### src/hw/rtl/qpe_pkg.sv
// qpe_pkg: shared types, constants and helpers for the quoted-printable encoder.
// No dependencies; imported by every module of the block.
package qpe_pkg;

  localparam logic [9:0]  DefaultLineLength = 10'd70;
  localparam logic [10:0] MaxLineLength     = 11'd1023;
  localparam int unsigned MaxBytes          = 5;
  localparam int unsigned CmdDepth          = 2;

  localparam logic [7:0] ChTab = 8'h09;
  localparam logic [7:0] ChLf  = 8'h0A;
  localparam logic [7:0] ChSp  = 8'h20;
  localparam logic [7:0] ChDot = 8'h2E;
  localparam logic [7:0] ChEq  = 8'h3D;
  localparam logic [7:0] ChDel = 8'h7F;

  typedef enum logic [1:0] {
    MarkNone = 2'd0,
    MarkLf   = 2'd1,
    MarkDot  = 2'd2
  } qpe_mark_e;

  // One encoded burst: up to five bytes, sent in order from bytes[0].
  typedef struct packed {
    logic [MaxBytes-1:0][7:0] bytes;
    logic [2:0]               count;
  } qpe_cmd_t;

  function automatic logic [7:0] hex_char(input logic [3:0] nib);
    logic [7:0] r;
    if (nib < 4'd10) r = 8'h30 + {4'h0, nib};
    else             r = 8'h37 + {4'h0, nib};
    return r;
  endfunction

  // Expected next character of LF "From " at match position idx.
  function automatic logic [7:0] from_expect(input logic [2:0] idx);
    logic [7:0] r;
    unique case (idx)
      3'd0:    r = ChLf;
      3'd1:    r = 8'h46;
      3'd2:    r = 8'h72;
      3'd3:    r = 8'h6F;
      3'd4:    r = 8'h6D;
      3'd5:    r = ChSp;
      default: r = 8'h00;
    endcase
    return r;
  endfunction

endpackage

### src/hw/rtl/qpe_front.sv
// qpe_front: holds line_length and the line state, classifies each input word
// and builds its encoded burst. Depends on qpe_pkg.
module qpe_front import qpe_pkg::*; (
  input  logic       clk_i,
  input  logic       rst_ni,
  input  logic       cfg_we_i,
  input  logic [9:0] cfg_wdata_i,
  input  logic       accept_i,
  input  logic [7:0] data_byte_i,
  input  logic       end_of_input_i,
  output qpe_cmd_t   cmd_o
);

  logic [9:0]  line_length_q;
  logic [10:0] col_q, col_d;
  logic        sp_q, sp_d;
  qpe_mark_e   lsm_q, lsm_d;
  logic [2:0]  fmi_q, fmi_d;

  logic [10:0] limit;
  logic [10:0] col_inc1, col_inc3;
  logic [7:0]  expect_ch;
  logic [7:0]  c;
  logic        is_esc;

  always_ff @(posedge clk_i or negedge rst_ni) begin
    if (!rst_ni) begin
      line_length_q <= DefaultLineLength;
    end else if (cfg_we_i) begin
      line_length_q <= cfg_wdata_i;
    end
  end

  always_comb begin
    limit = {1'b0, line_length_q};
    if (line_length_q == '0) limit = {1'b0, DefaultLineLength};
    if (limit > MaxLineLength) limit = MaxLineLength;
  end

  assign c         = data_byte_i;
  assign col_inc1  = col_q + 11'd1;
  assign col_inc3  = col_q + 11'd3;
  assign expect_ch = from_expect(fmi_q);
  assign is_esc    = (c < ChSp) || (c == ChEq) || (c >= ChDel);

  always_comb begin
    col_d = col_q;
    sp_d  = sp_q;
    lsm_d = lsm_q;
    fmi_d = fmi_q;
    cmd_o = '0;
    priority if (end_of_input_i) begin
      if (col_q != '0) begin
        cmd_o.bytes[0] = ChEq;
        cmd_o.bytes[1] = ChLf;
        cmd_o.count    = 3'd2;
      end
      col_d = '0;
      sp_d  = 1'b0;
      lsm_d = MarkNone;
      fmi_d = 3'd1;
    end else if (c == ChTab || c == ChSp) begin
      fmi_d = 3'd0;
      if (expect_ch == c) begin
        // space of "From " at line start
        cmd_o.bytes[0] = ChEq;
        cmd_o.bytes[1] = hex_char(c[7:4]);
        cmd_o.bytes[2] = hex_char(c[3:0]);
        cmd_o.count    = 3'd3;
        col_d          = col_inc3;
      end else begin
        sp_d           = 1'b1;
        cmd_o.bytes[0] = c;
        cmd_o.count    = 3'd1;
        col_d          = col_inc1;
        if (col_inc1 > limit) begin
          sp_d           = 1'b0;
          col_d          = '0;
          lsm_d          = MarkLf;
          fmi_d          = 3'd1;
          cmd_o.bytes[1] = ChEq;
          cmd_o.bytes[2] = ChLf;
          cmd_o.count    = 3'd3;
        end
      end
    end else if (c == ChLf) begin
      if (sp_q || lsm_q == MarkDot) begin
        cmd_o.bytes[0] = ChEq;
        cmd_o.bytes[1] = ChLf;
        cmd_o.bytes[2] = ChLf;
        cmd_o.count    = 3'd3;
      end else begin
        cmd_o.bytes[0] = ChLf;
        cmd_o.count    = 3'd1;
      end
      sp_d  = 1'b0;
      col_d = '0;
      lsm_d = MarkLf;
      fmi_d = 3'd1;
    end else if (is_esc) begin
      sp_d           = 1'b0;
      cmd_o.bytes[0] = ChEq;
      cmd_o.bytes[1] = hex_char(c[7:4]);
      cmd_o.bytes[2] = hex_char(c[3:0]);
      cmd_o.count    = 3'd3;
      col_d          = col_inc3;
      if (col_inc3 > limit) begin
        col_d          = '0;
        lsm_d          = MarkLf;
        fmi_d          = 3'd1;
        cmd_o.bytes[3] = ChEq;
        cmd_o.bytes[4] = ChLf;
        cmd_o.count    = 3'd5;
      end else begin
        fmi_d = 3'd0;
        lsm_d = MarkNone;
      end
    end else begin
      sp_d  = 1'b0;
      fmi_d = (expect_ch == c) ? fmi_q + 3'd1 : 3'd0;
      lsm_d = (c == ChDot && lsm_q == MarkLf) ? MarkDot : MarkNone;
      cmd_o.bytes[0] = c;
      cmd_o.count    = 3'd1;
      col_d          = col_inc1;
      if (col_inc1 > limit) begin
        col_d          = '0;
        lsm_d          = MarkLf;
        fmi_d          = 3'd1;
        cmd_o.bytes[1] = ChEq;
        cmd_o.bytes[2] = ChLf;
        cmd_o.count    = 3'd3;
      end
    end
  end

  always_ff @(posedge clk_i or negedge rst_ni) begin
    if (!rst_ni) begin
      col_q <= '0;
      sp_q  <= 1'b0;
      lsm_q <= MarkNone;
      fmi_q <= 3'd1;
    end else if (accept_i) begin
      col_q <= col_d;
      sp_q  <= sp_d;
      lsm_q <= lsm_d;
      fmi_q <= fmi_d;
    end
  end

endmodule

### src/hw/rtl/qpe_fifo.sv
// qpe_fifo: two-entry queue of encoded bursts between front and back.
// Depends on qpe_pkg.
module qpe_fifo import qpe_pkg::*; (
  input  logic     clk_i,
  input  logic     rst_ni,
  input  logic     push_i,
  input  qpe_cmd_t wdata_i,
  input  logic     pop_i,
  output qpe_cmd_t rdata_o,
  output logic     empty_o,
  output logic     full_o
);

  localparam int unsigned PtrW = $clog2(CmdDepth);

  qpe_cmd_t              mem_q [CmdDepth];
  logic [PtrW-1:0]       wr_ptr_q, rd_ptr_q;
  logic [PtrW:0]         cnt_q;

  assign empty_o = (cnt_q == '0);
  assign full_o  = (cnt_q == (PtrW+1)'(CmdDepth));
  assign rdata_o = mem_q[rd_ptr_q];

  always_ff @(posedge clk_i) begin
    if (push_i) begin
      mem_q[wr_ptr_q] <= wdata_i;
    end
  end

  always_ff @(posedge clk_i or negedge rst_ni) begin
    if (!rst_ni) begin
      wr_ptr_q <= '0;
      rd_ptr_q <= '0;
      cnt_q    <= '0;
    end else begin
      if (push_i) wr_ptr_q <= wr_ptr_q + 1'b1;
      if (pop_i)  rd_ptr_q <= rd_ptr_q + 1'b1;
      if (push_i && !pop_i)      cnt_q <= cnt_q + 1'b1;
      else if (pop_i && !push_i) cnt_q <= cnt_q - 1'b1;
    end
  end

endmodule

### src/hw/rtl/qpe_back.sv
// qpe_back: walks the head burst into the output register, one byte per cycle unless the output stalls.
// Depends on qpe_pkg.
module qpe_back import qpe_pkg::*; (
  input  logic       clk_i,
  input  logic       rst_ni,
  input  qpe_cmd_t   head_i,
  input  logic       empty_i,
  output logic       pop_o,
  output logic       out_valid_o,
  input  logic       out_ready_i,
  output logic [7:0] out_byte_o,
  output logic       last_o
);

  logic       out_valid_q;
  logic [7:0] out_byte_q;
  logic       last_q;
  logic [2:0] idx_q, idx_d;
  logic       load, take, is_last;

  assign load    = !out_valid_q || out_ready_i;
  assign take    = load && !empty_i;
  assign is_last = (idx_q == head_i.count - 3'd1);
  assign pop_o   = take && is_last;
  assign idx_d   = is_last ? 3'd0 : idx_q + 3'd1;

  always_ff @(posedge clk_i or negedge rst_ni) begin
    if (!rst_ni) begin
      out_valid_q <= 1'b0;
      idx_q       <= '0;
    end else begin
      if (load) out_valid_q <= !empty_i;
      if (take) idx_q       <= idx_d;
    end
  end

  always_ff @(posedge clk_i) begin
    if (take) begin
      out_byte_q <= head_i.bytes[idx_q];
      last_q     <= is_last;
    end
  end

  assign out_valid_o = out_valid_q;
  assign out_byte_o  = out_byte_q;
  assign last_o      = last_q;

endmodule

### src/hw/rtl/quoted_printable_encoder_core.sv
// quoted_printable_encoder_core: top level of the quoted-printable encoder.
// Depends on qpe_pkg, qpe_front, qpe_fifo and qpe_back.
//
// Takes one word per input handshake (a raw byte, or an end-of-input mark)
// and sends the quoted-printable text for it as a run of output words, one
// byte each, with last_o set on the final byte of the run. Control bytes other
// than tab and LF, '=' and bytes 0x7F and up go out as '=' plus two uppercase
// hex digits; the space of "From " at a line start goes out as "=20"; a soft
// break "=" LF follows a line that goes past line_length (0 acts as 70); a
// trailing space/tab or a lone-dot line gets "=" LF before its hard LF; end of
// input flushes "=" LF if the line is not empty and returns the line state to
// reset. An end mark on an empty line produces no output word. Timing: the
// front classifies and takes one input word per cycle while the queue has
// room; the back emits one byte per cycle unless the output stalls, and an
// item encodes to 0 to 5 bytes. A two-deep burst queue sits between them, so
// with single-byte items and no output stall the block runs at one item per
// cycle. Write line_length through cfg_we_i/cfg_wdata_i only while idle.
module quoted_printable_encoder_core import qpe_pkg::*; (
  input  logic       clk_i,
  input  logic       rst_ni,
  input  logic       cfg_we_i,
  input  logic [9:0] cfg_wdata_i,
  input  logic       in_valid_i,
  output logic       in_ready_o,
  input  logic [7:0] data_byte_i,
  input  logic       end_of_input_i,
  output logic       out_valid_o,
  input  logic       out_ready_i,
  output logic [7:0] out_byte_o,
  output logic       last_o
);

  qpe_cmd_t cmd_new, cmd_head;
  logic     accept, cmd_push, cmd_pop, cmd_empty, cmd_full;

  // Input is held off only while the burst queue is full.
  assign in_ready_o = !cmd_full;
  assign accept     = in_valid_i && in_ready_o;
  // End marks on an empty line carry no bytes and never enter the queue.
  assign cmd_push   = accept && (cmd_new.count != 3'd0);

  qpe_front u_front (
    .clk_i         (clk_i),
    .rst_ni        (rst_ni),
    .cfg_we_i      (cfg_we_i),
    .cfg_wdata_i   (cfg_wdata_i),
    .accept_i      (accept),
    .data_byte_i   (data_byte_i),
    .end_of_input_i(end_of_input_i),
    .cmd_o         (cmd_new)
  );

  qpe_fifo u_fifo (
    .clk_i  (clk_i),
    .rst_ni (rst_ni),
    .push_i (cmd_push),
    .wdata_i(cmd_new),
    .pop_i  (cmd_pop),
    .rdata_o(cmd_head),
    .empty_o(cmd_empty),
    .full_o (cmd_full)
  );

  qpe_back u_back (
    .clk_i      (clk_i),
    .rst_ni     (rst_ni),
    .head_i     (cmd_head),
    .empty_i    (cmd_empty),
    .pop_o      (cmd_pop),
    .out_valid_o(out_valid_o),
    .out_ready_i(out_ready_i),
    .out_byte_o (out_byte_o),
    .last_o     (last_o)
  );

  // Queue never overflows: a push only happens with room.
  assert property (@(posedge clk_i) disable iff (!rst_ni) cmd_push |-> !cmd_full)
    else $error("burst pushed into full queue");

  // Queue never underflows.
  assert property (@(posedge clk_i) disable iff (!rst_ni) cmd_pop |-> !cmd_empty)
    else $error("burst popped from empty queue");

  // Every queued burst holds one to five bytes.
  assert property (@(posedge clk_i) disable iff (!rst_ni)
    cmd_push |-> (cmd_new.count >= 3'd1 && cmd_new.count <= 3'd5))
    else $error("burst byte count out of range");

  // A burst leaves the queue exactly when its last byte is loaded for output.
  assert property (@(posedge clk_i) disable iff (!rst_ni) cmd_pop |=> (out_valid_o && last_o))
    else $error("queue pop without last byte on output");

endmodule

### config.mk
export PLATFORM = sky130hd
export DESIGN_NAME = quoted_printable_encoder_core
export DESIGN_NICKNAME = d
export VERILOG_FILES = /design/src/hw/rtl/qpe_pkg.sv /design/src/hw/rtl/qpe_front.sv /design/src/hw/rtl/qpe_fifo.sv /design/src/hw/rtl/qpe_back.sv /design/src/hw/rtl/quoted_printable_encoder_core.sv
export SDC_FILE = /design/constraint.sdc
export NUM_CORES = 1
export LEC_CHECK = 0
export BUFFER_PORTS_ARGS = -buffer_cell sky130_fd_sc_hd__buf_4
export CORE_ASPECT_RATIO = 0.6
export CORE_MARGIN = 2
export CORE_UTILIZATION = 35
export CTS_CLUSTER_SIZE = 20
export DETAILED_ROUTE_END_ITERATION = 7
export GPL_TIMING_DRIVEN = 0
export HOLD_SLACK_MARGIN = 0.06
export MAX_ROUTING_LAYER = met4
export PLACE_DENSITY = 0.54
export SLEW_MARGIN = 20
export SYNTH_ARGS = -nofsm -noshare
export SYNTH_HDL_FRONTEND = slang
export SYNTH_SLANG_ARGS = --single-unit
### constraint.sdc
create_clock -name clk_i -period 7.25 [get_ports clk_i]
set_input_delay 0 -clock clk_i [delete_from_list [all_inputs] [get_ports clk_i]]
set_output_delay 0 -clock clk_i [all_outputs]
set_load 0.02 [all_outputs]
======== Yosys cells after proc, flatten, opt, wreduce, memory -nomap -nowiden ========
Memory sizes are Yosys's and may differ from the RTL's.
Index checks and enable logic that the tools add are counted.
word-level totals
  bits in latches ......................... 0
  input bits .............................. 24
  RAM bits ................................ 86
  register bits ........................... 44
  ROM bits ................................ 0
  word-level logic and storage cells ...... 133
  memories kept ........................... 1
memories
  memory        words  width  rd ports  clocked after Yosys merged registers in  wr ports  line            RTL
  u_fifo.mem_q  2      43     1         0                                        1         qpe_fifo.sv:16  qpe_cmd_t mem_q [CmdDepth];
cells by class
  order comparisons ....................... 8
  bitwise operators ....................... 0
  eq/ne operators ......................... 17
  add/sub/neg operators ................... 13
  div/mod/pow operators ................... 0
  reductions and logical operators ........ 25
  shift-type cells ........................ 0
  multiplexer cells ....................... 57
  multipliers ............................. 0
operators by type and width
  operator                 number
  $mux W27                 4
  $mux W11                 8
  $mux W12                 4
  $pmux W7 S6              1
  $mux W16                 2
  $add A6 B4 Y7 const A    4
  $mux W3                  9
  $bmux W8 S3              1
  $eq A8 B6 Y1 const B     3
  $mux W24                 1
  $mux W8                  3
  $gt A11 B11 Y1           2
  $mux W2                  11
  $mux W19                 1
  $eq A8 B4 Y1 const B     2
  $mux W15                 1
  $add A11 B1 Y11 const B  1
  $add A11 B2 Y11 const B  1
  $reduce_bool A11 Y1      1
  $gt A10 B10 Y1 const B   1
  $logic_not A10 Y1        1
  $mux W10                 1
  $mux W1                  9
  $mux W9                  1
  26 further kinds         47

======== Longest topological paths before layout ========
  depth after elaboration ................. 16
  gate-level depth with buffers ........... 16
  gate-level depth less buffers ........... 13

======== Cells and area by module ========
Synthesis repeated with hierarchy kept, for this count alone.
unflattened totals
  cells, all modules ...................... 724
  area, all modules ....................... 8,016.4 um^2
by module, submodules not included
  module                         seq. area each (um^2)  instances  area an instance (um^2)  cells each
  qpe_front                      680.7                  1          3,633.5                  491
  qpe_fifo                       2,682.6                1          3,490.8                  150
  qpe_back                       370.4                  1          865.8                    80
  quoted_printable_encoder_core  0.0                    1          26.3                     3

======== Worst setup path before layout ========
Ideal clock, no wire load.
  path kind ............................... register to register
  start point ............................. register u_front.line_length_q[4]
  end point ............................... register u_front.fmi_q[0]
  required time ........................... 7,167 ps
  period minus slack after synthesis ...... 3,321 ps
  buffers on the path ..................... 0
  cell stages (with the launch flop) ...... 13
  slack ................................... 3,929 ps
  library setup time ...................... 83 ps
  arrival time ............................ 3,237 ps
  cells stage by stage .................... dfrtp_1 or4_1 nor4_1 nor2_1 ha_1 nor2b_1 o211ai_1 a21oi_1 o2111ai_1 o311ai_0 a22oi_2 a31oi_2 o32a_1
on the way
  cells in the longest elaborated chain, start to end .. 10
  elaborated cells on any way between the ends .. 14
  those cells by class .................... order compare: 3; mux: 10; reduce/logical: 1
ends and longest elaborated chain
  element                                    line                                                 RTL
  start: declaration                         qpe_front.sv:14                                      logic [9:0] line_length_q;
  start signal: assignment                   qpe_front.sv:28                                      line_length_q <= DefaultLineLength;
  start signal: assignment                   qpe_front.sv:30                                      line_length_q <= cfg_wdata_i;
  $logic_not A10 Y1                          qpe_front.sv:36                                      if (line_length_q == '0) limit = {1'b0, DefaultLineLength};
  $mux W10 *                                 qpe_front.sv:36
  $gt A10 B10 Y1                             qpe_front.sv:37                                      if (limit > MaxLineLength) limit = MaxLineLength;
  $mux W11 *                                 qpe_front.sv:37
  $gt A11 B11 Y1, on equally long branches   qpe_front.sv:76, qpe_front.sv:125, qpe_front.sv:107
  $mux W3 / $mux W1 (equally long branches)  qpe_front.sv:125, qpe_front.sv:107
  $mux W3                                    qpe_front.sv:100                                     end else if (is_esc) begin
  $mux W3                                    qpe_front.sv:86                                      end else if (c == ChLf) begin
  $mux W3 *                                  qpe_front.sv:62                                      end else if (c == ChTab || c == ChSp) begin
  $mux W3 *                                  qpe_front.sv:52                                      priority if (end_of_input_i) begin
  end signal: assignment                     qpe_front.sv:146                                     fmi_q <= fmi_d;
  end: declaration                           qpe_front.sv:18                                      logic [2:0] fmi_q, fmi_d;
Every way passes the cells marked *; elsewhere a longest branch is shown, timed or not.
A chain may end at the register's enable or synchronous reset.

==> flow_metrics.env <==
export IMPL_place_gp_congestion=0.878
export IMPL_overflow=0
export IMPL_startpoint_type="flip-flop"
export IMPL_cts_root_buf="clkbuf_16"
export IMPL_slew_violations=0
export IMPL_hpwl_mm=12.0
export IMPL_dpl_worst_slack_ns=3.11
export IMPL_setup_viol=0
export IMPL_critPathMaxFanout=10
export IMPL_synth_cell_types=77
export IMPL_clock_latency_ns=0.35
export IMPL_synth_edf_count=59
export IMPL_min_period_ns=4.26
export IMPL_worstRegToRegCells=14
export IMPL_grt_pass1_vias=4509
export IMPL_antenna_cells=0
export IMPL_dr_wl_met3_um=835
export IMPL_slew_headroom_pct=32.5
export IMPL_detail_route_first_pass_iterations=4
export IMPL_start_util_pct=35.6
export IMPL_track_usage_pct=18.2
export IMPL_worstHoldPathType="primary input to flip-flop"
export IMPL_mostFrequentLayoutCell="edfxtp_1"
export IMPL_p_per_area_nw_per_um2=317
export IMPL_fin_crit_sh_pct=58.8
export IMPL_internal_power_mw=1.38
export IMPL_synth_area_um2=6080
export IMPL_synth_top_area_share_pct=29.1
export IMPL_crit_type="flip-flop to flip-flop"
export IMPL_ys_warn_count=0
export IMPL_synth_largest_area_cell="edfxtp_1"
export IMPL_power_leakage_nw=2.78
export IMPL_arrival_ns=4.36
export IMPL_first_iter_violations=415
export IMPL_cts_htree_levels=3
export IMPL_critPathRequiredTime_ns=7.35
export IMPL_numCtsBuffers=9
export IMPL_grt_max_degree=36
export IMPL_rows=37
export IMPL_cts_tree="built"
export IMPL_fin_ws_ns=2.99
export IMPL_hold_depth=2
export IMPL_setup_tns_ns=0
export IMPL_syn_area_per_cell_um2=10.4
export IMPL_drcViolationCount=0
export IMPL_fin_skew_ns=0.00936
export IMPL_clk_path_buf_depth=2
export IMPL_pwr_share_comb_pct=42.2
export IMPL_synth_seq_cells=94
export IMPL_final_cell_mix="edfxtp_1, nand2_1, nor2_1, buf_4, ha_1"
export IMPL_via_count=4702
export IMPL_switching_power_mw=0.862
export IMPL_die_h_um=106
export IMPL_wl_per_cell_um=17.5
export IMPL_dieArea_um2=18500
export IMPL_p_clk_share_pct=21.2
export IMPL_io_pins=35
export IMPL_status="complete, no violations"
export IMPL_antenna_found_initial=1
export IMPL_yosys_top_cells_area="edfxtp_1, dfrtp_1, ha_1"
export IMPL_peakVddDrop_v=0.000158
export IMPL_ys_flop_type="edfxtp_1"
export IMPL_die_w_um=174
export IMPL_drive_gt1_share_pct=18.0
export IMPL_viasPerCell=5.32
export IMPL_path_clk_slew_ns=0.07
export IMPL_top_layer="met4"
export IMPL_hold_viol=0
export IMPL_p_sw_share_pct=38.5
export IMPL_drt_wl_total_mm=15.5
export IMPL_synthToLayoutAreaGrowth_pct=16.2
export IMPL_clock_fmax_mhz=235
export IMPL_cts_resized=0
export IMPL_pwr_share_seq_pct=36.6
export IMPL_wl_met2_mm=6.05
export IMPL_grt_pass1_wl_mm=25.4
export IMPL_fin_hold_ws_ns=0.112
export IMPL_ys_seq_area_share_pct=43.6
export IMPL_m1WireLength_mm=8.46
export IMPL_core_um2=17100
export IMPL_tightestPinTransition_ns=1.00
export IMPL_clock_sinks=94
export IMPL_io_buffers=32
export IMPL_ys_async_sr_fraction_pct=37.2
export IMPL_synth_cells=586
export IMPL_rsz0062_at_grt="false"
export IMPL_nets=703
export IMPL_endpoint_kind="flip-flop"
export IMPL_cap_violations=0
export IMPL_final_antenna_net_count=0
power groups by stage:
stage | Clock, mW | Sequential, mW | Combinational, mW
2_1_floorplan | 0 | 0.851 | 0.637
3_3_place_gp | 0 | 0.830 | 0.916
3_5_place_dp | 0 | 0.830 | 0.941
4_1_cts | 0.485 | 0.820 | 0.950
5_1_grt | 0.508 | 0.833 | 1.05
6_report | 0.475 | 0.819 | 0.944
layer usage:
metal,GRT usage [%],vias up
li1,-,2265
met1,28.3,2301
met2,24.4,128
met3,3.47,8
met4,3.48,0
met5,-,-
final cells by class:
cell class / count / area (um2)
Clock inverter: 7 / 75.1
Tap cell: 234 / 293
Clock buffer: 9 / 225
Inverter: 30 / 113
Buffer: 38 / 205
Sequential cell: 94 / 2650
Timing Repair Buffer: 47 / 383
Fill cell: 1660 / 10000
Multi-Input combinational cell: 425 / 3120
path summary, 6_finish.rpt:
path	start	to	slack, ns
min in group asynchronous	rst_ni	u_front.col_q[0]	0.16
min	cfg_we_i	u_front.line_length_q[0]	0.11
min reg2reg	u_back.out_valid_o	u_back.out_valid_o	0.51
max reg2reg	u_front.line_length_q[4]	u_fifo.mem_q[1][20]	2.99
max	u_front.line_length_q[4]	u_fifo.mem_q[1][20]	2.99
max in group asynchronous	rst_ni	u_front.line_length_q[1]	6.72
logic make-up after synthesis:
logic type	share of synthesized area, %
adders and majority gates	7.00
DFF	43.6
AOI/OAI and AO/OA	15.0
buffers and inverters	5.23
muxes	6.19
xor gates and xnor gates	5.60
other	0.0617
and+or+nand+nor	17.2
worst max-delay path, stage by stage, from the launching register on:
cell      delay [ns]
dfrtp_1         0.49
or4_1           0.53
nor4_1          0.58
nor2_1          0.16
ha_1            0.33
nor2b_1         0.14
o211ai_1        0.09
a22oi_1         0.25
a211oi_1        0.10
o31ai_2         0.36
buf_6           0.21
buf_6           0.16
and2_1          0.15
o21ai_1         0.06
a31oi_1         0.40
registers in the layout, indices dropped and copies added (netlist names):
name and count:
u_back.idx_q 3, u_back.last_o 1, u_back.out_byte_o 8, u_back.out_valid_o 1
u_fifo.cnt_q 2, u_fifo.mem_q 50, u_fifo.rd_ptr_q 1, u_fifo.wr_ptr_q 1
u_front.col_q 11, u_front.fmi_q 3, u_front.line_length_q 10, u_front.lsm_q 2
u_front.sp_q 1
per-stage QoR:
| step | power (mW) | cells | utilization (%) | area, um2 |
|---|---|---|---|---|
| 3_5_place_dp | 1.77 | 856 | 38.9 | 6650 |
| 2_1_floorplan | 1.49 | 587 | - | 6080 |
| 6_report | 2.24 | 884 | 41.4 | 7070 |
| 5_1_grt | 2.39 | 884 | 41.4 | 7070 |
| 3_3_place_gp | 1.75 | 853 | 38.7 | 6620 |
| 4_1_cts | 2.25 | 884 | 41.4 | 7070 |
synth_stat cells (all sizes together) (5+ instances only):
master	n
edfxtp	59
nand2	55
nor2	43
a21oi	34
ha	34
dfrtp	31
inv	30
o21ai	27
xnor2	27
buf	20
clkbuf	18
nand3	16
mux2i	14
nor3	13
xor2	11
nor2b	10
nor4	10
mux2	9
nand4	8
o22ai	8
a21o	7
a31oi	7
and2	7
mux4	6
nand2b	6
o211ai	6
a22oi	5
what timing repair did:
action / CTS / global route
setup buffers: 0 / 0
hold endpoints to repair: 46 / 0
hold buffers: 12 / 0
Note: power is estimated with default switching activity, not from simulation.
